File: src/gbsp_pkg.sv
// Package: shared types, codes and constants of the GIF block stream parser.
package gbsp_pkg;

  localparam logic [2:0] KIND_SCREEN  = 3'd0;
  localparam logic [2:0] KIND_PALETTE = 3'd1;
  localparam logic [2:0] KIND_CONTROL = 3'd2;
  localparam logic [2:0] KIND_LOOP    = 3'd3;
  localparam logic [2:0] KIND_IMAGE   = 3'd4;
  localparam logic [2:0] KIND_TRAILER = 3'd5;
  localparam logic [2:0] KIND_ERROR   = 3'd6;

  localparam logic OP_BYTE   = 1'b0;
  localparam logic OP_RESUME = 1'b1;

  localparam logic [7:0] BLK_TRAILER = 8'h3B;
  localparam logic [7:0] BLK_EXT     = 8'h21;
  localparam logic [7:0] BLK_IMAGE   = 8'h2C;
  localparam logic [7:0] EXT_CONTROL = 8'hF9;
  localparam logic [7:0] EXT_APP     = 8'hFF;

  typedef struct packed {
    logic       op;
    logic [7:0] data_byte;
  } item_t;

  typedef struct packed {
    logic [2:0]  kind;
    logic [15:0] word_value;
    logic [15:0] height;
    logic [7:0]  index_value;
    logic [7:0]  red;
    logic [7:0]  green;
    logic [7:0]  blue;
    logic [7:0]  aspect_ratio;
    logic [3:0]  color_bits;
    logic [3:0]  color_resolution;
    logic [5:0]  flags;
    logic [2:0]  disposal;
  } result_t;

  function automatic logic [7:0] gif_magic(input logic [1:0] i);
    logic [7:0] c;
    unique case (i)
      2'd0: c = 8'h47;
      2'd1: c = 8'h49;
      2'd2: c = 8'h46;
      default: c = 8'h38;
    endcase
    return c;
  endfunction

  function automatic logic [7:0] app_name(input logic [3:0] i);
    logic [7:0] c;
    unique case (i)
      4'd0: c = 8'h4E;
      4'd1: c = 8'h45;
      4'd2: c = 8'h54;
      4'd3: c = 8'h53;
      4'd4: c = 8'h43;
      4'd5: c = 8'h41;
      4'd6: c = 8'h50;
      4'd7: c = 8'h45;
      4'd8: c = 8'h32;
      4'd9: c = 8'h2E;
      4'd10: c = 8'h30;
      default: c = 8'h00;
    endcase
    return c;
  endfunction

endpackage

File: src/gbsp_in_if.sv
// Interface: input item channel (valid/ready with op and data byte).
interface gbsp_in_if;
  logic       valid;
  logic       ready;
  logic       op;
  logic [7:0] data_byte;
  modport source (output valid, op, data_byte, input ready);
  modport sink (input valid, op, data_byte, output ready);
endinterface

File: src/gbsp_out_if.sv
// Interface: result channel carrying one parsed event per beat.
interface gbsp_out_if;
  logic        valid;
  logic        ready;
  logic [2:0]  kind;
  logic [15:0] word_value;
  logic [15:0] height;
  logic [7:0]  index_value;
  logic [7:0]  red;
  logic [7:0]  green;
  logic [7:0]  blue;
  logic [7:0]  aspect_ratio;
  logic [3:0]  color_bits;
  logic [3:0]  color_resolution;
  logic [5:0]  flags;
  logic [2:0]  disposal;
  modport source (output valid, kind, word_value, height, index_value, red, green, blue,
                  aspect_ratio, color_bits, color_resolution, flags, disposal,
                  input ready);
  modport sink (input valid, kind, word_value, height, index_value, red, green, blue,
                aspect_ratio, color_bits, color_resolution, flags, disposal,
                output ready);
endinterface

File: src/gbsp_front.sv
// Front: input queue stage that accepts beats and passes resume items through unchanged.
module gbsp_front (
  input  logic                clk,
  input  logic                rst,
  input  logic                in_valid,
  output logic                in_ready,
  input  gbsp_pkg::item_t     in_item,
  output logic                q_valid,
  input  logic                q_ready,
  output gbsp_pkg::item_t     q_item
);
  import gbsp_pkg::*;

  // Two-entry queue so each side stalls on its own
  item_t      slot [2];
  logic       wr_ptr;
  logic       rd_ptr;
  logic [1:0] count;
  logic       push;
  logic       pop;

  assign in_ready = (count != 2'd2);
  assign push     = in_valid && in_ready;
  assign q_valid  = (count != 2'd0);
  assign pop      = q_valid && q_ready;
  assign q_item   = slot[rd_ptr];

  always_ff @(posedge clk) begin
    if (push) begin
      slot[wr_ptr] <= in_item;
    end
  end

  always_ff @(posedge clk) begin
    if (rst) begin
      wr_ptr <= 1'b0;
      rd_ptr <= 1'b0;
      count  <= 2'd0;
    end else begin
      if (push) wr_ptr <= ~wr_ptr;
      if (pop) rd_ptr <= ~rd_ptr;
      count <= count + {1'b0, push} - {1'b0, pop};
    end
  end
endmodule

File: src/gbsp_back.sv
// Back: block parser state machine with registered result stage.
module gbsp_back (
  input  logic                clk,
  input  logic                rst,
  input  logic                q_valid,
  output logic                q_ready,
  input  gbsp_pkg::item_t     q_item,
  output logic                out_valid,
  input  logic                out_ready,
  output gbsp_pkg::result_t   out_res
);
  import gbsp_pkg::*;

  localparam logic [3:0] PH_HEADER  = 4'd0;
  localparam logic [3:0] PH_PALETTE = 4'd1;
  localparam logic [3:0] PH_BLOCK   = 4'd2;
  localparam logic [3:0] PH_EXTID   = 4'd3;
  localparam logic [3:0] PH_SUBSIZE = 4'd4;
  localparam logic [3:0] PH_SUBDATA = 4'd5;
  localparam logic [3:0] PH_WAIT    = 4'd6;
  localparam logic [3:0] PH_TERM    = 4'd7;
  localparam logic [3:0] PH_DONE    = 4'd8;
  localparam logic [3:0] PH_HALT    = 4'd9;

  logic [3:0]  phase;
  logic [7:0]  byte_count;
  logic [7:0]  subblock_left;
  logic [7:0]  extension_id;
  logic        first_subblock;
  logic [7:0]  sub_b [4];
  logic        netscape_match;
  logic [15:0] screen_width_reg;
  logic [15:0] screen_height_reg;
  logic [7:0]  packed_fields;
  logic [7:0]  background_reg;
  logic [8:0]  palette_left;
  logic [1:0]  color_part;
  logic [7:0]  partial_rgb [2];
  logic [7:0]  ctl_b [4];
  logic        control_present;
  logic        image_seen;

  logic        step;
  logic        emit;
  result_t     res;
  logic [7:0]  d;
  logic [7:0]  sb [4];
  logic [8:0]  total;
  logic [8:0]  pal_index;
  logic        last_byte;

  // Result register frees when empty or being taken
  assign q_ready   = !out_valid || out_ready;
  assign step      = q_valid && q_ready;
  assign d         = q_item.data_byte;
  assign total     = 9'(10'd2 << packed_fields[2:0]);
  assign pal_index = total - palette_left;
  assign last_byte = (subblock_left == 8'd1);

  // Subblock bytes including the one arriving now
  always_comb begin
    for (int i = 0; i < 4; i++) begin
      sb[i] = (byte_count == 8'(i)) ? d : sub_b[i];
    end
  end

  // Event formation for the item at the head of the queue
  always_comb begin
    res  = '0;
    emit = 1'b0;
    if (q_item.op == OP_BYTE) begin
      unique case (phase)
        PH_HEADER: begin
          if (byte_count < 8'd4) begin
            if (d != gif_magic(byte_count[1:0])) begin
              emit = 1'b1;
              res.kind = KIND_ERROR;
            end
          end else if (byte_count == 8'd12) begin
            emit = 1'b1;
            res.kind = KIND_SCREEN;
            res.word_value = screen_width_reg;
            res.height = screen_height_reg;
            res.index_value = background_reg;
            res.aspect_ratio = d;
            res.color_bits = {1'b0, packed_fields[2:0]} + 4'd1;
            res.color_resolution = {1'b0, packed_fields[6:4]} + 4'd1;
            res.flags = {4'b0, packed_fields[7], packed_fields[3]};
          end
        end
        PH_PALETTE: begin
          if (color_part == 2'd2) begin
            emit = 1'b1;
            res.kind = KIND_PALETTE;
            res.index_value = pal_index[7:0];
            res.red = partial_rgb[0];
            res.green = partial_rgb[1];
            res.blue = d;
          end
        end
        PH_BLOCK: begin
          if (d == BLK_TRAILER) begin
            emit = 1'b1;
            res.kind = KIND_TRAILER;
          end else if (d == BLK_IMAGE) begin
            emit = 1'b1;
            res.kind = KIND_IMAGE;
            if (control_present) begin
              res.word_value = {ctl_b[2], ctl_b[1]};
              res.index_value = ctl_b[3];
              res.flags = {1'b1, 1'b0, ctl_b[0][1], ctl_b[0][0], 2'b00};
              res.disposal = ctl_b[0][4:2];
            end
          end else if (d != BLK_EXT) begin
            emit = 1'b1;
            res.kind = KIND_ERROR;
          end
        end
        PH_SUBDATA: begin
          if (last_byte) begin
            if (extension_id == EXT_CONTROL) begin
              emit = 1'b1;
              res.kind = KIND_CONTROL;
              res.word_value = {sb[2], sb[1]};
              res.index_value = sb[3];
              res.flags = {1'b1,
                           sb[0][0] && (!image_seen || sb[0][4:2] == 3'd2),
                           sb[0][1], sb[0][0], 2'b00};
              res.disposal = sb[0][4:2];
            end else if (extension_id == EXT_APP && !first_subblock &&
                         netscape_match && sb[0] == 8'd1) begin
              emit = 1'b1;
              res.kind = KIND_LOOP;
              res.word_value = {sb[2], sb[1]};
            end
          end
        end
        default: ;
      endcase
    end
  end

  // Result register
  always_ff @(posedge clk) begin
    if (rst) begin
      out_valid <= 1'b0;
    end else if (q_ready) begin
      out_valid <= step && emit;
    end
  end

  always_ff @(posedge clk) begin
    if (step && emit) out_res <= res;
  end

  // Parser state update
  always_ff @(posedge clk) begin
    if (rst) begin
      phase <= PH_HEADER;
      byte_count <= '0;
      subblock_left <= '0;
      extension_id <= '0;
      first_subblock <= 1'b1;
      for (int i = 0; i < 4; i++) begin
        sub_b[i] <= '0;
        ctl_b[i] <= '0;
      end
      netscape_match <= 1'b0;
      screen_width_reg <= '0;
      screen_height_reg <= '0;
      packed_fields <= '0;
      background_reg <= '0;
      palette_left <= '0;
      color_part <= '0;
      partial_rgb[0] <= '0;
      partial_rgb[1] <= '0;
      control_present <= 1'b0;
      image_seen <= 1'b0;
    end else if (step) begin
      if (q_item.op == OP_RESUME) begin
        if (phase == PH_WAIT) begin
          phase <= PH_TERM;
          control_present <= 1'b0;
        end
      end else begin
        unique case (phase)
          PH_HEADER: begin
            if (emit && res.kind == KIND_ERROR) begin
              phase <= PH_HALT;
            end else if (byte_count == 8'd12) begin
              byte_count <= '0;
              if (packed_fields[7]) begin
                palette_left <= total;
                color_part <= '0;
                phase <= PH_PALETTE;
              end else begin
                phase <= PH_BLOCK;
              end
            end else begin
              byte_count <= byte_count + 8'd1;
              if (byte_count == 8'd6) screen_width_reg <= {8'd0, d};
              if (byte_count == 8'd7) screen_width_reg[15:8] <= d;
              if (byte_count == 8'd8) screen_height_reg <= {8'd0, d};
              if (byte_count == 8'd9) screen_height_reg[15:8] <= d;
              if (byte_count == 8'd10) packed_fields <= d;
              if (byte_count == 8'd11) background_reg <= d;
            end
          end
          PH_PALETTE: begin
            if (color_part != 2'd2) begin
              partial_rgb[color_part[0]] <= d;
              color_part <= color_part + 2'd1;
            end else begin
              color_part <= '0;
              palette_left <= palette_left - 9'd1;
              if (palette_left == 9'd1) phase <= PH_BLOCK;
            end
          end
          PH_BLOCK: begin
            if (d == BLK_TRAILER) begin
              phase <= PH_DONE;
            end else if (d == BLK_EXT) begin
              phase <= PH_EXTID;
            end else if (d == BLK_IMAGE) begin
              image_seen <= 1'b1;
              phase <= PH_WAIT;
            end else begin
              phase <= PH_HALT;
            end
          end
          PH_EXTID: begin
            extension_id <= d;
            first_subblock <= 1'b1;
            phase <= PH_SUBSIZE;
          end
          PH_SUBSIZE: begin
            if (d == 8'd0) begin
              phase <= PH_BLOCK;
            end else begin
              subblock_left <= d;
              byte_count <= '0;
              for (int i = 0; i < 4; i++) sub_b[i] <= '0;
              if (first_subblock && extension_id == EXT_APP) netscape_match <= 1'b1;
              phase <= PH_SUBDATA;
            end
          end
          PH_SUBDATA: begin
            if (byte_count < 8'd4) sub_b[byte_count[1:0]] <= d;
            if (byte_count != 8'd255) byte_count <= byte_count + 8'd1;
            subblock_left <= subblock_left - 8'd1;
            if (last_byte) begin
              if (extension_id == EXT_CONTROL) begin
                for (int i = 0; i < 4; i++) ctl_b[i] <= sb[i];
                control_present <= 1'b1;
              end
              // Identifier check: any mismatch, or too short a first block
              if (extension_id == EXT_APP && first_subblock &&
                  (byte_count < 8'd10 ||
                   (byte_count == 8'd10 && d != app_name(4'd10)))) begin
                netscape_match <= 1'b0;
              end
              first_subblock <= 1'b0;
              phase <= PH_SUBSIZE;
            end else if (first_subblock && extension_id == EXT_APP &&
                         byte_count < 8'd11 && d != app_name(byte_count[3:0])) begin
              netscape_match <= 1'b0;
            end
          end
          PH_TERM: phase <= PH_BLOCK;
          default: ;
        endcase
      end
    end
  end
endmodule

File: src/gif_block_stream_parser.sv
// Top level: GIF container parser with decoupled intake and block parser.
// Path: an accepted byte waits in the intake queue, is parsed at its head,
// and its event is held in the output register. Throughput: one beat per
// cycle while the output is not stalled, sustained by the two-entry intake
// queue and the output register. Reset: synchronous rst returns the parser
// to the signature check with empty queue and no pending event.
module gif_block_stream_parser (
  input  logic            clk,
  input  logic            rst,
  gbsp_in_if.sink         in_ch,
  gbsp_out_if.source      out_ch
);
  import gbsp_pkg::*;

  item_t   in_item;
  item_t   q_item;
  logic    q_valid;
  logic    q_ready;
  result_t res;

  assign in_item.op        = in_ch.op;
  assign in_item.data_byte = in_ch.data_byte;

  gbsp_front u_front (
    .clk      (clk),
    .rst      (rst),
    .in_valid (in_ch.valid),
    .in_ready (in_ch.ready),
    .in_item  (in_item),
    .q_valid  (q_valid),
    .q_ready  (q_ready),
    .q_item   (q_item)
  );

  gbsp_back u_back (
    .clk       (clk),
    .rst       (rst),
    .q_valid   (q_valid),
    .q_ready   (q_ready),
    .q_item    (q_item),
    .out_valid (out_ch.valid),
    .out_ready (out_ch.ready),
    .out_res   (res)
  );

  assign out_ch.kind             = res.kind;
  assign out_ch.word_value       = res.word_value;
  assign out_ch.height           = res.height;
  assign out_ch.index_value      = res.index_value;
  assign out_ch.red              = res.red;
  assign out_ch.green            = res.green;
  assign out_ch.blue             = res.blue;
  assign out_ch.aspect_ratio     = res.aspect_ratio;
  assign out_ch.color_bits       = res.color_bits;
  assign out_ch.color_resolution = res.color_resolution;
  assign out_ch.flags            = res.flags;
  assign out_ch.disposal         = res.disposal;
endmodule

File: src/flat_wrapper.sv
// flat-port wrapper written by rule: the top's interface ports become plain ports
module gif_block_stream_parser_flat import gbsp_pkg::*;
  (clk, rst, in_ch_valid, in_ch_op, in_ch_data_byte, in_ch_ready, out_ch_valid, out_ch_kind, out_ch_word_value, out_ch_height, out_ch_index_value, out_ch_red, out_ch_green, out_ch_blue, out_ch_aspect_ratio, out_ch_color_bits, out_ch_color_resolution, out_ch_flags, out_ch_disposal, out_ch_ready);
  gbsp_in_if in_ch_i ();
  gbsp_out_if out_ch_i ();
  input  logic clk;
  input  logic rst;
  input wire logic [$bits(in_ch_i.valid)-1:0] in_ch_valid;
  input wire logic [$bits(in_ch_i.op)-1:0] in_ch_op;
  input wire logic [$bits(in_ch_i.data_byte)-1:0] in_ch_data_byte;
  output wire logic [$bits(in_ch_i.ready)-1:0] in_ch_ready;
  output wire logic [$bits(out_ch_i.valid)-1:0] out_ch_valid;
  output wire logic [$bits(out_ch_i.kind)-1:0] out_ch_kind;
  output wire logic [$bits(out_ch_i.word_value)-1:0] out_ch_word_value;
  output wire logic [$bits(out_ch_i.height)-1:0] out_ch_height;
  output wire logic [$bits(out_ch_i.index_value)-1:0] out_ch_index_value;
  output wire logic [$bits(out_ch_i.red)-1:0] out_ch_red;
  output wire logic [$bits(out_ch_i.green)-1:0] out_ch_green;
  output wire logic [$bits(out_ch_i.blue)-1:0] out_ch_blue;
  output wire logic [$bits(out_ch_i.aspect_ratio)-1:0] out_ch_aspect_ratio;
  output wire logic [$bits(out_ch_i.color_bits)-1:0] out_ch_color_bits;
  output wire logic [$bits(out_ch_i.color_resolution)-1:0] out_ch_color_resolution;
  output wire logic [$bits(out_ch_i.flags)-1:0] out_ch_flags;
  output wire logic [$bits(out_ch_i.disposal)-1:0] out_ch_disposal;
  input wire logic [$bits(out_ch_i.ready)-1:0] out_ch_ready;
  assign in_ch_i.valid = in_ch_valid;
  assign in_ch_i.op = in_ch_op;
  assign in_ch_i.data_byte = in_ch_data_byte;
  assign in_ch_ready = in_ch_i.ready;
  assign out_ch_valid = out_ch_i.valid;
  assign out_ch_kind = out_ch_i.kind;
  assign out_ch_word_value = out_ch_i.word_value;
  assign out_ch_height = out_ch_i.height;
  assign out_ch_index_value = out_ch_i.index_value;
  assign out_ch_red = out_ch_i.red;
  assign out_ch_green = out_ch_i.green;
  assign out_ch_blue = out_ch_i.blue;
  assign out_ch_aspect_ratio = out_ch_i.aspect_ratio;
  assign out_ch_color_bits = out_ch_i.color_bits;
  assign out_ch_color_resolution = out_ch_i.color_resolution;
  assign out_ch_flags = out_ch_i.flags;
  assign out_ch_disposal = out_ch_i.disposal;
  assign out_ch_i.ready = out_ch_ready;
  gif_block_stream_parser u_core (.clk(clk), .rst(rst), .in_ch(in_ch_i), .out_ch(out_ch_i));
endmodule
File: config.mk
export PLATFORM = sky130hd
export DESIGN_NAME = gif_block_stream_parser_flat
export DESIGN_NICKNAME = d
export VERILOG_FILES = /design/src/gbsp_pkg.sv /design/src/gbsp_in_if.sv /design/src/gbsp_out_if.sv /design/src/gbsp_front.sv /design/src/gbsp_back.sv /design/src/gif_block_stream_parser.sv /design/src/flat_wrapper.sv
export SDC_FILE = /design/constraint.sdc
export NUM_CORES = 1
export LEC_CHECK = 0
export ABC_CLOCK_PERIOD_IN_PS = 5600
export BUFFER_PORTS_ARGS = -buffer_cell sky130_fd_sc_hd__buf_4
export CAP_MARGIN = 20
export CELL_PAD_IN_SITES_DETAIL_PLACEMENT = 0
export CELL_PAD_IN_SITES_GLOBAL_PLACEMENT = 1
export CORE_MARGIN = 10
export CORE_UTILIZATION = 43
export DETAILED_ROUTE_END_ITERATION = 8
export PLACE_DENSITY_LB_ADDON = 0.15
export SETUP_SLACK_MARGIN = 0.15
export SLEW_MARGIN = 20
export SYNTH_ARGS = -nofsm -noshare
export SYNTH_HDL_FRONTEND = slang
export SYNTH_SLANG_ARGS = --single-unit
File: constraint.sdc
create_clock -name clk -period 5.6 [get_ports clk]
set_input_delay 1.12 -clock clk [delete_from_list [all_inputs] [get_ports clk]]
set_output_delay 1.12 -clock clk [all_outputs]
set_load 0.05 [all_outputs]
# After elaboration in Yosys (flattened, before gate mapping)
# Memory sizes are Yosys's and may differ from the RTL's. A register that Yosys moved wholly into a read port is not among the register bits.
# Index checks and enable logic that the tools add are counted.
# word_totals
romBits	112
mem_bits_rw	98
word_cells	329
ff_bits	188
mem_count	5
# op_classes
shift	1
n_lt_le_gt_ge	3
n_mux	155
reduce_logical	54
n_eq_ne	52
add_sub_neg	9
n_bitwise	18
# memory_table
name	depth	word_bits	read_ports	rd_ports_with_merged_regs	wr	line_no	rtl
(no name shown)	16	7	1	1	0	gbsp_pkg.sv:54	unique case (i)
u_core.u_back.ctl_b	4	8	4	0	4	gbsp_back.sv:39	logic [7:0] ctl_b [4];
u_core.u_back.sub_b	4	8	4	0	4	gbsp_back.sv:30	logic [7:0] sub_b [4];
u_core.u_front.slot	2	9	1	1	1	gbsp_front.sv:15	item_t slot [2];
u_core.u_back.partial_rgb	2	8	2	0	2	gbsp_back.sv:38	logic [7:0] partial_rgb [2];
# ops
operator	n
8-bit 2-to-1 mux	34
16-bit 2-to-1 mux	7
92-bit 2-to-1 mux	1
9-bit 2-to-1 mux	9
40-bit 2-to-1 mux	2
1-bit 2-to-1 mux	57
6-bit AND reduction	9
4-bit 2-to-1 mux	12
16-bit case mux with 3 select lines	1
22-bit 2-to-1 mux	2
8-bit by 4-bit == test with 1-bit output (second input constant)	5
19-bit 2-to-1 mux	2
32-bit 2-to-1 mux	1
8-bit case mux with 4 select lines	1
4-bit case mux with 7 select lines	1
8-bit by 1-bit == test with 1-bit output (second input constant)	3
8-bit by 6-bit == test with 1-bit output (second input constant)	3
24-bit 2-to-1 mux	1
8-bit case mux with 3 select lines	1
7-bit case mux with 3 select lines	1
7-bit AND reduction	3
2-bit != test (second input constant)	10
18-bit 2-to-1 mux	1
3-bit 2-to-1 mux	6
54 further kinds	119

# Depth between registers and ports, before layout
# Gate-level depths: netlist of run 1.
# depth
depth_word	16
mapped_depth	14
ltp_nobuf	14

# Modules after synthesis
# A second synthesis of run 1 with hierarchy kept.
# hier_totals
cells_unflattened	1256
area_unflattened_um2	13571.8
# by_module_without_submodules
module	cells_per_inst	area_per_inst_um2	n_inst
gbsp_back	1199	12668.4	1
gbsp_front	57	903.4	1

# Worst setup path after synthesis of run 1
# No wires, ideal clock.
# synth_timing
path_kind	flip-flop to flip-flop
from	reg u_core.u_back.byte_count[7]
to	reg u_core.u_back.out_res[0] (netlist bit), enable pin
arrival_ns	4.025
path_buffers	2
setup_time_ns	0.446
synth_period_minus_slack_ns	4.471
required_ns	5.154
path_stages_with_launch	10
setup_slack_ns	1.129
cell_sequence	dfxtp_1 -> or4_1 -> buf_2 -> or4b_1 -> buf_2 -> o41ai_2 -> nand2_1 -> nand2_2 -> o31ai_1 -> inv_1
# synth_between
elab_chain_cells	10
elab_cells_between_ends	14
classes_between	order compare: 1; eq/ne: 2; mux: 8; reduce/logical: 3
# synth_lines
item	line_no	rtl
start: declaration	gbsp_back.sv:26	logic [7:0] byte_count;
start signal: assignment	gbsp_back.sv:200	byte_count <= byte_count + 8'd1;
start signal: assignment	gbsp_back.sv:249	if (byte_count != 8'd255) byte_count <= byte_count + 8'd1;
8-bit zero test	gbsp_back.sv:63	sb[i] = (byte_count == 8'(i)) ? d : sub_b[i];
8-bit 2-to-1 mux	gbsp_back.sv:63	
8-bit by 1-bit == test with 1-bit output	gbsp_back.sv:131	netscape_match && sb[0] == 8'd1) begin
1-bit logical AND	gbsp_back.sv:131	
1-bit 2-to-1 mux	gbsp_back.sv:130	end else if (extension_id == EXT_APP && !first_subblock &&
1-bit 2-to-1 mux	gbsp_back.sv:121	if (extension_id == EXT_CONTROL) begin
1-bit 2-to-1 mux	gbsp_back.sv:120	if (last_byte) begin
1-bit case mux with 4 select lines (*)	gbsp_back.sv:72	unique case (phase)
1-bit 2-to-1 mux (*)	gbsp_back.sv:71	if (q_item.op == OP_BYTE) begin
1-bit logical AND (*)	gbsp_back.sv:153	if (step && emit) out_res <= res;
end signal: assignment	gbsp_back.sv:153	
end: declaration	gbsp_back.sv:10	output gbsp_pkg::result_t out_res
# Mark *: on every way between the ends. The rest lies on a longest branch, timed or not.
# A chain may end at the register's enable or synchronous reset.

==> results of run 1 <==
-- how the worst max path moves through the flow --
stage,start,to,slack [ns],cells after the start
6_report,flip-flop,u_core.u_back.out_res[3],1.31,10
5_1_grt,flip-flop,flip-flop,1.11,13
4_1_cts,flip-flop,u_core.u_back.out_res[20],1.38,8
3_5_place_dp,flip-flop,u_core.u_back.out_res[11],1.42,8
3_3_place_gp,flip-flop,u_core.u_back.out_res[11],1.52,10
2_1_floorplan,u_core.u_back.byte_count[7],u_core.u_back.out_res[0],1.13,9
-- where the power goes --
part	internal (uW)	leakage [uW]	switching, uW
Clock	1150	0.000498	841
Combinational	791	0.00245	2130
Sequential	2710	0.00265	229
-- kinds of logic after synthesis --
logic type,Yosys count,synth area share
DFF,291,0.577
buffers and inverters,108,0.0326
xor gates and xnor gates,19,0.0125
muxes,22,0.0171
and+or+nand+nor,550,0.199
AOI/OAI and AO/OA,269,0.134
adders and majority gates,30,0.0287
-- per-layer routing --
layer / track usage / part of all wire / vias to the layer above
met4: 0.0591 / 0.028 / 0
met3: 0.0334 / 0.061 / 69
li1: - / - / 4819
met2: 0.299 / 0.46 / 312
met1: 0.253 / 0.45 / 4824
met5: 0 / 0 / -
-- Yosys cell counts, types with 7 or more instances --
| library cell | n |
|---|---|
| nor2_1 | 238 |
| or3_1 | 11 |
| a21oi_1 | 73 |
| and2_1 | 28 |
| buf_2 | 9 |
| nand3_1 | 24 |
| clkbuf_1 | 67 |
| ha_1 | 29 |
| nand2_1 | 97 |
| nor4_1 | 8 |
| nor2b_1 | 35 |
| a222oi_1 | 18 |
| nand2b_1 | 12 |
| o21ai_0 | 59 |
| o22ai_1 | 12 |
| nor3b_1 | 8 |
| nor3_1 | 24 |
| dfxtp_1 | 104 |
| a22oi_1 | 17 |
| a221oi_1 | 7 |
| inv_1 | 27 |
| xnor2_1 | 14 |
| a211oi_1 | 40 |
| mux2i_1 | 16 |
| edfxtp_1 | 187 |
| and3_1 | 25 |
-- layout make-up --
cell class / count / area [um2]
fill: 2811 / 15100
multi-input combinational: 890 / 5250
tap: 396 / 495
timing repair buffer: 126 / 958
clock inverter: 14 / 119
inverter: 27 / 104
clock buffer: 42 / 887
sequential: 291 / 7700
-- tightest hold or removal path, delay by kind of cell (launching register included) --
family           cells  cell delay [ns]
flip-flops           1             0.32
AND/OR/NAND/NOR      1             0.06
AO/OA/AOI/OAI        1             0.05
-- stage by stage --
stage | power [uW] | cell area, um2 | std cells | hold slack [ns] | setup WS (ns)
6_report | 7860 | 15500 | 1786 | 0.475 | 1.31
2_1_floorplan | 4950 | 13300 | 1289 | 0.430 | 1.13
5_1_grt | 8240 | 15500 | 1786 | 0.506 | 1.11
4_1_cts | 7920 | 15500 | 1786 | 0.476 | 1.38
3_3_place_gp | 5900 | 14500 | 1730 | 0.463 | 1.52
3_5_place_dp | 5920 | 14500 | 1730 | 0.467 | 1.42
==> summary.md, run 1 <==
| Metric | Value |
|---|---|
| Outcome | `complete, no violations` |
| Worst Reg-to-Reg Cells | `10` |
| DRC Markers | `0` |
| Area share of the largest cell type after synthesis | `0.421` |
| VDD IR-drop max | `0.247 mV` |
| WS Path Type | `reg2reg` |
| CP required | `5.89 ns` |
| Ys flop type | `edfxtp_1` |
| Drt pass-1 iters | `6` |
| RSZ-0062 raised after global routing | `false` |
| FF-to-FF End | `u_core.u_back.out_res[3]` |
| Syn-to-layout area delta | `16.2%` |
| Max reg flops | `92` |
| Yosys top cell by area | `edfxtp_1` |
| Util after Layout | `0.507` |
| Sequential area share after synthesis | `0.577` |
| Post-cts resize count | `0` |
| Setup_tns | `0 ns` |
| Largest Register | `u_core.u_back.out_res` |
| Htree depth | `1` |
| Core box area | `30600 um2` |
| CP bufs+invs | `4` |
| Synthesized area | `13300 um2` |
| First-pass GRT wire length | `~58000 um` |
| Vias per Instance | `5.61` |
| Synth Instances | `1289` |
| Hold endpoint | `u_core.u_back.subblock_left[1]` |
| Async set or reset register ratio after synthesis | `0` |
| Final setup vio count | `0` |
| Worst Hold Launch | `u_core.u_back.subblock_left[1]` |
| Crit path launch type | `flip-flop` |
| Max-cap violations | `0` |
| Highest clock rate | `233 MHz` |
| Worst R2R Setup Slack | `1.31 ns` |
| Synth Area per Inst | `just over 10 um2` |
| Overflow after GRT | `0` |
| Number of global-route vias before repair | `between 10k and 15k` |
| Root buffer cell | `clkbuf_16` |
| CP most frequent cell | `buf_4` |
| Deepest clock path buffer count | `3` |
| CTS tree | `yes` |
| Worst slew margin | `0.255` |
| CTS clk-pin slew, worst paths | `0.06 ns` |
| CTS sink cnt | `291` |
| Final period utilization | `0.766` |
| Initial antenna violation count | `0` |
| Die Y | `196 um` |
| Ys Warns | `0` |
| Most frequent cells in the layout | `nor2_1, edfxtp_1, buf_4, dfxtp_1, nand2_1` |
| CP Cell Sequence | `buf_4 -> mux2i_2 -> buf_4 -> nand3_1 -> a221oi_2 -> a21o_2 -> nand2_1 -> o31ai_1 -> inv_4 -> buf_12` |
| Final wirelength | `36800 um` |
| Die width | `approximately 200 um` |
| Latest clock arrival within the worst-skew pair | `0.57 ns` |
| Worst slew pin tran | `1.10 ns` |
| Via count | `10.0k` |
| DIE AREA | `between 30000 and 40000 um2` |
| Count of final max-slew check failures | `0` |
| Largest delay share family, worst path | `buffers and inverters` |
| LEAKAGE | `0.00560 uW` |
| Hold-fix buffers, CTS | `0` |
| Worst hold stages | `2` |
| Number of distinct library cells after synthesis | `between 70 and 80` |
| GP Congestion | `0.866` |
| Tot GR Track Use | `0.187` |
| Worst min path class | `reg2reg` |
| Post-Syn Nets | `1332` |
| #FFs+latches synth | `between 200 and 300` |
| Slowest library cell on the worst path | `dfxtp_1` |
| N_diodes | `0` |
| Slowest stage delay, CP | `between 0.6 and 0.7 ns` |
| Layout cells sized above 1 | `0.157` |
| Top-Level Pins | `roughly 110` |
| Hold Fails Final Rpt | `0` |
| CTS Buf Count | `30` |
| Setup repair bufs after CTS | `0` |
| Largest net degree at the start of global routing | `76` |
| Drt wl/cell | `~21 um` |
| Top cells by area, synth | `edfxtp_1, dfxtp_1, nor2_1` |
| Final #Nets | `roughly 1.4k` |
| Initial drt markers | `883` |
| Minimum clock period | `4.29 ns` |
| Power density over cell area | `507 nW/um2` |
| Clock Skew | `0.0340 ns` |
| Post-synth EDFFs | `roughly 190` |
| Critical path arrival | `4.58 ns` |
| Initial Utilization | `0.436` |
| Final ANT Viol Nets | `0` |
| Top flop regs | `u_core.u_back.out_res: 92 flops, u_core.u_back.sub_b: 32 flops, u_core.u_back.ctl_b: 29 flops` |
| Detail Placement HPWL | `25100 um` |
| CP max FO | `between 50 and 60` |
| CP endpoint kind | `flip-flop` |
| Num rows | `64` |
| Port bufs | `roughly 110` |
| Commonest non-fill, non-tap cell in the layout | `nor2_1` |
Note: power is estimated with default switching activity, not from simulation.
==> run 2: changes to the inputs <==
--- a/config.mk
+++ b/config.mk
@@ -5,7 +5,7 @@
 export SDC_FILE = /design/constraint.sdc
 export NUM_CORES = 1
 export LEC_CHECK = 0
-export ABC_CLOCK_PERIOD_IN_PS = 5600
+export ABC_CLOCK_PERIOD_IN_PS = 3900
 export BUFFER_PORTS_ARGS = -buffer_cell sky130_fd_sc_hd__buf_4
 export CAP_MARGIN = 20
 export CELL_PAD_IN_SITES_DETAIL_PLACEMENT = 0
==> constraint.sdc (replaced) <==
create_clock -name clk -period 3.9 [get_ports clk]
set_input_delay 0.78 -clock clk [delete_from_list [all_inputs] [get_ports clk]]
set_output_delay 0.78 -clock clk [all_outputs]
set_load 0.05 [all_outputs]
==> summary.md, run 2 (same netlist as run 1, synthesis figures left out) <==
| Metric | Value |
|---|---|
| Final wirelength | `36600 um (-0.36%)` |
| Highest clock rate | `277 MHz (+19%)` |
| Critical path arrival | `3.74 ns (-0.84 ns)` |
| Final period utilization | `0.927 (+0.160)` |
| Worst min path class | `in2reg` |
| Layout cells sized above 1 | `0.176 (+0.0188)` |
| Overflow after GRT | `0 (unchanged)` |
| LEAKAGE | `0.00579 uW (+3.4%)` |
| Count of final max-slew check failures | `0 (unchanged)` |
| Power density over cell area | `742 nW/um2 (+46%)` |
| CTS clk-pin slew, worst paths | `0.06 ns (about the same)` |
| DRC Markers | `0 (unchanged)` |
| Util after Layout | `0.519 (+0.0119)` |
| Initial drt markers | `868 (-1.7%)` |
| CP required | `4.03 ns (-1.86 ns)` |
| Initial Utilization | `0.436 (unchanged)` |
| Most frequent cells in the layout | `nor2_1, edfxtp_1, buf_4, dfxtp_1, nand2_1` |
| Top flop regs | `u_core.u_back.out_res: 92 flops, u_core.u_back.sub_b: 32 flops, u_core.u_back.ctl_b: 29 flops` |
| Worst Reg-to-Reg Cells | `8 (-2)` |
| Hold Fails Final Rpt | `0 (unchanged)` |
| WHS | `0.450 ns (-0.0242 ns)` |
| Latest clock arrival within the worst-skew pair | `0.52 ns (-0.05 ns)` |
| Final non-filler cell area | `15900 um2 (+2.4%)` |
| CTS Buf Count | `34 (+13%)` |
| Clock Skew | `0.0156 ns (-0.0184 ns)` |
| Port bufs | `106 (unchanged)` |
| Max reg flops | `92 (unchanged)` |
| Met1 WL | `16500 um (-0.97%)` |
| DP Area | `14800 um2 (+1.8%)` |
| Syn-to-layout area delta | `19.0%` |
| Root buffer cell | `clkbuf_16` |
| Num rows | `64 (unchanged)` |
| Largest net degree at the start of global routing | `72 (-5.3%)` |
| Worst slew pin tran | `0.907 ns (-0.189 ns)` |
| Drt wl/cell | `20.1 um (-2.5%)` |
| Outcome | `complete, no violations` |
| Drt pass-1 iters | `8 (+2)` |
| Met3 WL | `2180 um (-2.3%)` |
| DR top layer | `met4` |
| Worst slew margin | `0.395 (+0.140)` |
| CP max FO | `71 (+20%)` |
| DIE AREA | `38500 um2 (unchanged)` |
| Deepest clock path buffer count | `3 (unchanged)` |
| Commonest non-fill, non-tap cell in the layout | `nor2_1` |
| Htree depth | `2 (+1)` |
| Setup WS pre-CTS | `0.321 ns (-1.10 ns)` |
| VDD IR-drop max | `0.469 mV (+90%)` |
| Final #Nets | `1447 (+2.7%)` |
| Final setup vio count | `0 (unchanged)` |
| Initial antenna violation count | `0 (unchanged)` |
| Die width | `196 um (unchanged)` |
| CP endpoint kind | `flip-flop` |
| Worst setup margin | `0.286 ns (-1.02 ns)` |
| First-pass GRT wire length | `57700 um (-0.50%)` |
| Final ANT Viol Nets | `0 (unchanged)` |
| Tot GR Track Use | `0.187 (-0.000613)` |
| Worst hold stages | `1 (-1)` |
| N_diodes | `0 (unchanged)` |
| Detail Placement HPWL | `25700 um (+2.2%)` |
| Via count | `10.2k (+1.6%)` |
| Setup repair bufs after CTS | `0 (unchanged)` |
| Placed Cells | `1764 (+2.0%)` |
| CTS tree | `yes` |
| Core box area | `30600 um2 (unchanged)` |
| Top-Level Pins | `107 (unchanged)` |
| Vias per Instance | `5.58 (-0.56%)` |
| Crit path launch type | `flip-flop` |
| Die Y | `196 um (unchanged)` |
| Max-cap violations | `0 (unchanged)` |
| Minimum clock period | `3.61 ns (-0.677 ns)` |
| Finished Layout Cells | `1825 (+2.2%)` |
| WS Path Type | `reg2reg` |
| Routed length on met2 | `16900 um (+0.34%)` |
| CTS sink cnt | `291 (unchanged)` |
| GP Congestion | `0.896 (+3.4%)` |
| Number of global-route vias before repair | `9993 (-0.31%)` |
| Largest Register | `u_core.u_back.out_res` |
| RSZ-0062 raised after global routing | `false` |
==> run 2: worst paths after layout <==
path / from / to / slack [ns]
max: u_core.u_back.byte_count[7] / u_core.u_back.out_res[90] / 0.29
min: in_ch_data_byte[5] / u_core.u_front.slot[1][5] / 0.45
max reg2reg: u_core.u_back.byte_count[7] / u_core.u_back.out_res[90] / 0.29
min reg2reg: u_core.u_back.subblock_left[1] / u_core.u_back.subblock_left[1] / 0.48
==> run 2: timing repair <==
item,4_1_cts,5_1_grt
endpoints found under the hold margin,0,0
hold buffers,0,0
setup endpoints to repair,0,2
resized for setup,0,2
==> run 2: critical path, stage by stage (launching register included) <==
cell and delay [ns]:
dfxtp_1 0.33, or4_1 0.68, or4b_1 0.62, o41ai_2 0.48, nand2_1 0.12, nand2_2 0.12
o31ai_4 0.07, clkinvlp_4 0.08, buf_4 0.67
==> run 2: routing by layer <==
metal / track usage / vias to the layer above
met5: 0 / -
met4: 0.0585 / 0
met3: 0.0334 / 71
met2: 0.303 / 310
met1: 0.247 / 4905
li1: - / 4900
==> run 2: cell type report <==
type	count	area [um2]
clock buffer	43	906
clock inverter	18	198
fill	2803	14700
inverter	27	105
multi-input combinational	890	5280
sequential	291	7700
tap	396	495
timing repair buffer	160	1200
==> run 2: through the flow <==
stage	setup TNS, ns	total power [uW]
floorplan	-4.47	7120
global placement	0	8680
detailed placement	0	8710
CTS	0	11900
global route	0	12300
finish	0	11800
==> run 2: power breakdown <==
| part | total, uW | switching (uW) | leakage, uW | internal [uW] |
|---|---|---|---|---|
| clock network | 3160 | 1290 | 0.000529 | 1870 |
| logic | 4450 | 3150 | 0.00261 | 1290 |
| registers | 4180 | 281 | 0.00265 | 3900 |
| total | 11800 | 4720 | 0.00579 | 7060 |
==> run 3: changes to the inputs <==
--- a/config.mk
+++ b/config.mk
@@ -5,11 +5,12 @@
 export SDC_FILE = /design/constraint.sdc
 export NUM_CORES = 1
 export LEC_CHECK = 0
-export ABC_CLOCK_PERIOD_IN_PS = 3900
+export ABC_CLOCK_PERIOD_IN_PS = 3400
 export BUFFER_PORTS_ARGS = -buffer_cell sky130_fd_sc_hd__buf_4
 export CAP_MARGIN = 20
 export CELL_PAD_IN_SITES_DETAIL_PLACEMENT = 0
 export CELL_PAD_IN_SITES_GLOBAL_PLACEMENT = 1
+export CORE_ASPECT_RATIO = 0.7
 export CORE_MARGIN = 10
 export CORE_UTILIZATION = 43
 export DETAILED_ROUTE_END_ITERATION = 8
==> constraint.sdc (replaced) <==
create_clock -name clk -period 3.4 [get_ports clk]
set_input_delay 0.68 -clock clk [delete_from_list [all_inputs] [get_ports clk]]
set_output_delay 0.68 -clock clk [all_outputs]
set_load 0.05 [all_outputs]
==> summary.md, run 3 (same netlist as run 1, synthesis figures left out) <==
| Metric | Value |
|---|---|
| Htree depth | `1 (-1)` |
| GP Congestion | `0.922 (+2.9%)` |
| Die width | `231 um (+18%)` |
| Hold Fails Final Rpt | `0 (unchanged)` |
| Tot GR Track Use | `0.199 (+0.0124)` |
| Num rows | `53 (-17%)` |
| WHS | `0.297 ns (-0.153 ns)` |
| CTS sink cnt | `291 (unchanged)` |
| Outcome | `complete, no violations` |
| WS Path Type | `reg2reg` |
| Syn-to-layout area delta | `20.9%` |
| CTS tree | `yes` |
| Deepest clock path buffer count | `3 (unchanged)` |
| LEAKAGE | `0.00590 uW (+1.9%)` |
| FF+latch area | `7700 um2 (about the same)` |
| Max-cap violations | `0 (unchanged)` |
| Detail Placement HPWL | `27100 um (+5.4%)` |
| FF-to-FF End | `u_core.u_back.out_res[56]` |
| Top-Level Pins | `107 (unchanged)` |
| Clock Skew | `0.0173 ns (+0.00163 ns)` |
| Vias per Instance | `5.56 (-0.44%)` |
| Final #Nets | `1475 (+1.9%)` |
| Worst slew pin tran | `0.893 ns (-0.0134 ns)` |
| Layout cells sized above 1 | `0.201 (+0.0249)` |
| Commonest non-fill, non-tap cell in the layout | `nor2_1` |
| Hold endpoint | `u_core.u_front.slot[1][2]` |
| Highest clock rate | `321 MHz (+16%)` |
| Initial antenna violation count | `0 (unchanged)` |
| Count of final max-slew check failures | `0 (unchanged)` |
| Final setup vio count | `0 (unchanged)` |
| VDD IR-drop max | `0.407 mV (-13%)` |
| Overflow after GRT | `0 (unchanged)` |
| Via count | `10.4k (+1.9%)` |
| RR Startpoint | `u_core.u_back.byte_count[7]` |
| Number of global-route vias before repair | `9926 (-0.67%)` |
| Worst hold stages | `1 (unchanged)` |
| Largest net degree at the start of global routing | `62 (-14%)` |
| Worst Hold Launch | `in_ch_data_byte[2]` |
| CTS clk-pin slew, worst paths | `0.06 ns (about the same)` |
| Crit path launch type | `flip-flop` |
| Top flop regs | `u_core.u_back.out_res: 92 flops, u_core.u_back.sub_b: 32 flops, u_core.u_back.ctl_b: 29 flops` |
| Final wirelength | `39000 um (+6.5%)` |
| Final period utilization | `0.917 (-0.00932)` |
| Die Y | `167 um (-15%)` |
| Drt pass-1 iters | `6 (-2)` |
| Critical path arrival | `3.40 ns (-0.34 ns)` |
| Core box area | `30300 um2 (-0.93%)` |
| Worst R2R Setup Slack | `0.28 ns (about the same)` |
| N_diodes | `0 (unchanged)` |
| CTS Buf Count | `30 (-12%)` |
| Hold-fix buffers, CTS | `0 (unchanged)` |
| Initial Utilization | `0.440 (+0.00409)` |
| Initial drt markers | `1127 (+30%)` |
| Filler cells | `2714 (-3.2%)` |
| Max reg flops | `92 (unchanged)` |
| Power density over cell area | `839 nW/um2 (+13%)` |
| Latest clock arrival within the worst-skew pair | `0.57 ns (+0.05 ns)` |
| Minimum clock period | `3.12 ns (-0.495 ns)` |
| Worst min path class | `in2reg` |
| Worst setup path startpoint | `u_core.u_back.byte_count[7]` |
| Area occupied by multi-input gates | `5350 um2 (+1.5%)` |
| Worst slew margin | `0.404 (+0.00893)` |
| CP endpoint kind | `flip-flop` |
| DIE AREA | `38600 um2 (+0.29%)` |
| Worst Reg-to-Reg Cells | `10 (+2)` |
| Final ANT Viol Nets | `0 (unchanged)` |
| Largest Register | `u_core.u_back.out_res` |
| Port bufs | `106 (unchanged)` |
| Total power | `13500 uW (+15%)` |
| Root buffer cell | `clkbuf_16` |
| CP required | `3.68 ns (-0.35 ns)` |
| DRC Markers | `0 (unchanged)` |
| Most frequent cells in the layout | `nor2_1, edfxtp_1, buf_4, dfxtp_1, nand2_1` |
| Drt wl/cell | `20.9 um (+4.0%)` |
| RSZ-0062 raised after global routing | `false` |
| CP max FO | `61 (-14%)` |
| First-pass GRT wire length | `60600 um (+4.9%)` |
==> run 3: changes by cell type in the layout (fill, tap and decap cells not counted), sizes merged <==
cell	change
clkinvlp	+1
clkbuf	-8
buf	+32
clkinv	+5
inv	-3
==> run 3: routing by layer <==
metal  GRT usage  share of wire  vias up
met3      0.0473          0.076       47
met5           0              0        -
met4      0.0434          0.018        0
met1       0.294           0.48     5026
met2       0.288           0.43      350
li1            -              -     4957
==> run 3: worst max-delay path, cell delays in order, from the launching register on <==
cell        delay, ns
dfxtp_1          0.33
or4_4            0.58
or4b_1           0.60
buf_4            0.21
nand3_2          0.08
o41ai_2          0.08
nand2_1          0.09
nand2_2          0.08
o31ai_4          0.30
clkinvlp_4       0.20
buf_12           0.23
==> run 3: per-stage QoR <==
stage | std cells | setup slack (ns) | util | cell area [um2] | TNS (ns)
final | 1868 | 0.281 | 0.532 | 16100 | 0
after global routing | 1868 | 0.136 | 0.532 | 16100 | 0
after CTS | 1867 | 0.167 | 0.529 | 16000 | 0
after detailed placement | 1811 | 0.0856 | 0.497 | 15100 | 0
after global placement | 1811 | 0.183 | 0.497 | 15100 | 0
after floorplan | 1289 | -0.549 | - | 13400 | -50.47
==> run 3: power by group <==
part	switching, uW	total [uW]	leakage, uW	internal (uW)
registers	302	4770	0.00265	4470
clock network	1400	3250	0.000463	1850
logic	3840	5520	0.00279	1680
total	5540	13500	0.00590	8000
==> run 3: final cells by class <==
| type | count | share of cell area |
|---|---|---|
| clock buffers | 35 | 0.0477 |
| clock inverters | 21 | 0.0123 |
| inverters | 27 | 0.00651 |
| multi-input cells | 890 | 0.332 |
| flip-flops and latches | 291 | 0.477 |
| well taps | 412 | 0.0319 |
| repair buffers | 192 | 0.0923 |
==> run 3: worst max-delay path by stage <==
| stage | endpoint | slack (ns) | cells past startpoint |
|---|---|---|---|
| 5_1_grt | flip-flop | 0.14 | 14 |
| 6_report | u_core.u_back.out_res[56] | 0.28 | 10 |
| 3_3_place_gp | flip-flop | 0.18 | 13 |
| 3_5_place_dp | flip-flop | 0.09 | 13 |
| 4_1_cts | flip-flop | 0.17 | 13 |
| 2_1_floorplan | u_core.u_back.out_res[0] | -0.55 | 10 |
==> run 3: what timing repair did <==
| item | in CTS | in global routing |
|---|---|---|
| buffers inserted | 0 | 1 |
| pin swaps | 0 | 4 |
| resized for setup | 2 | 22 |
| endpoints found under the setup margin | 4 | 106 |
| gates cloned | 0 | 0 |
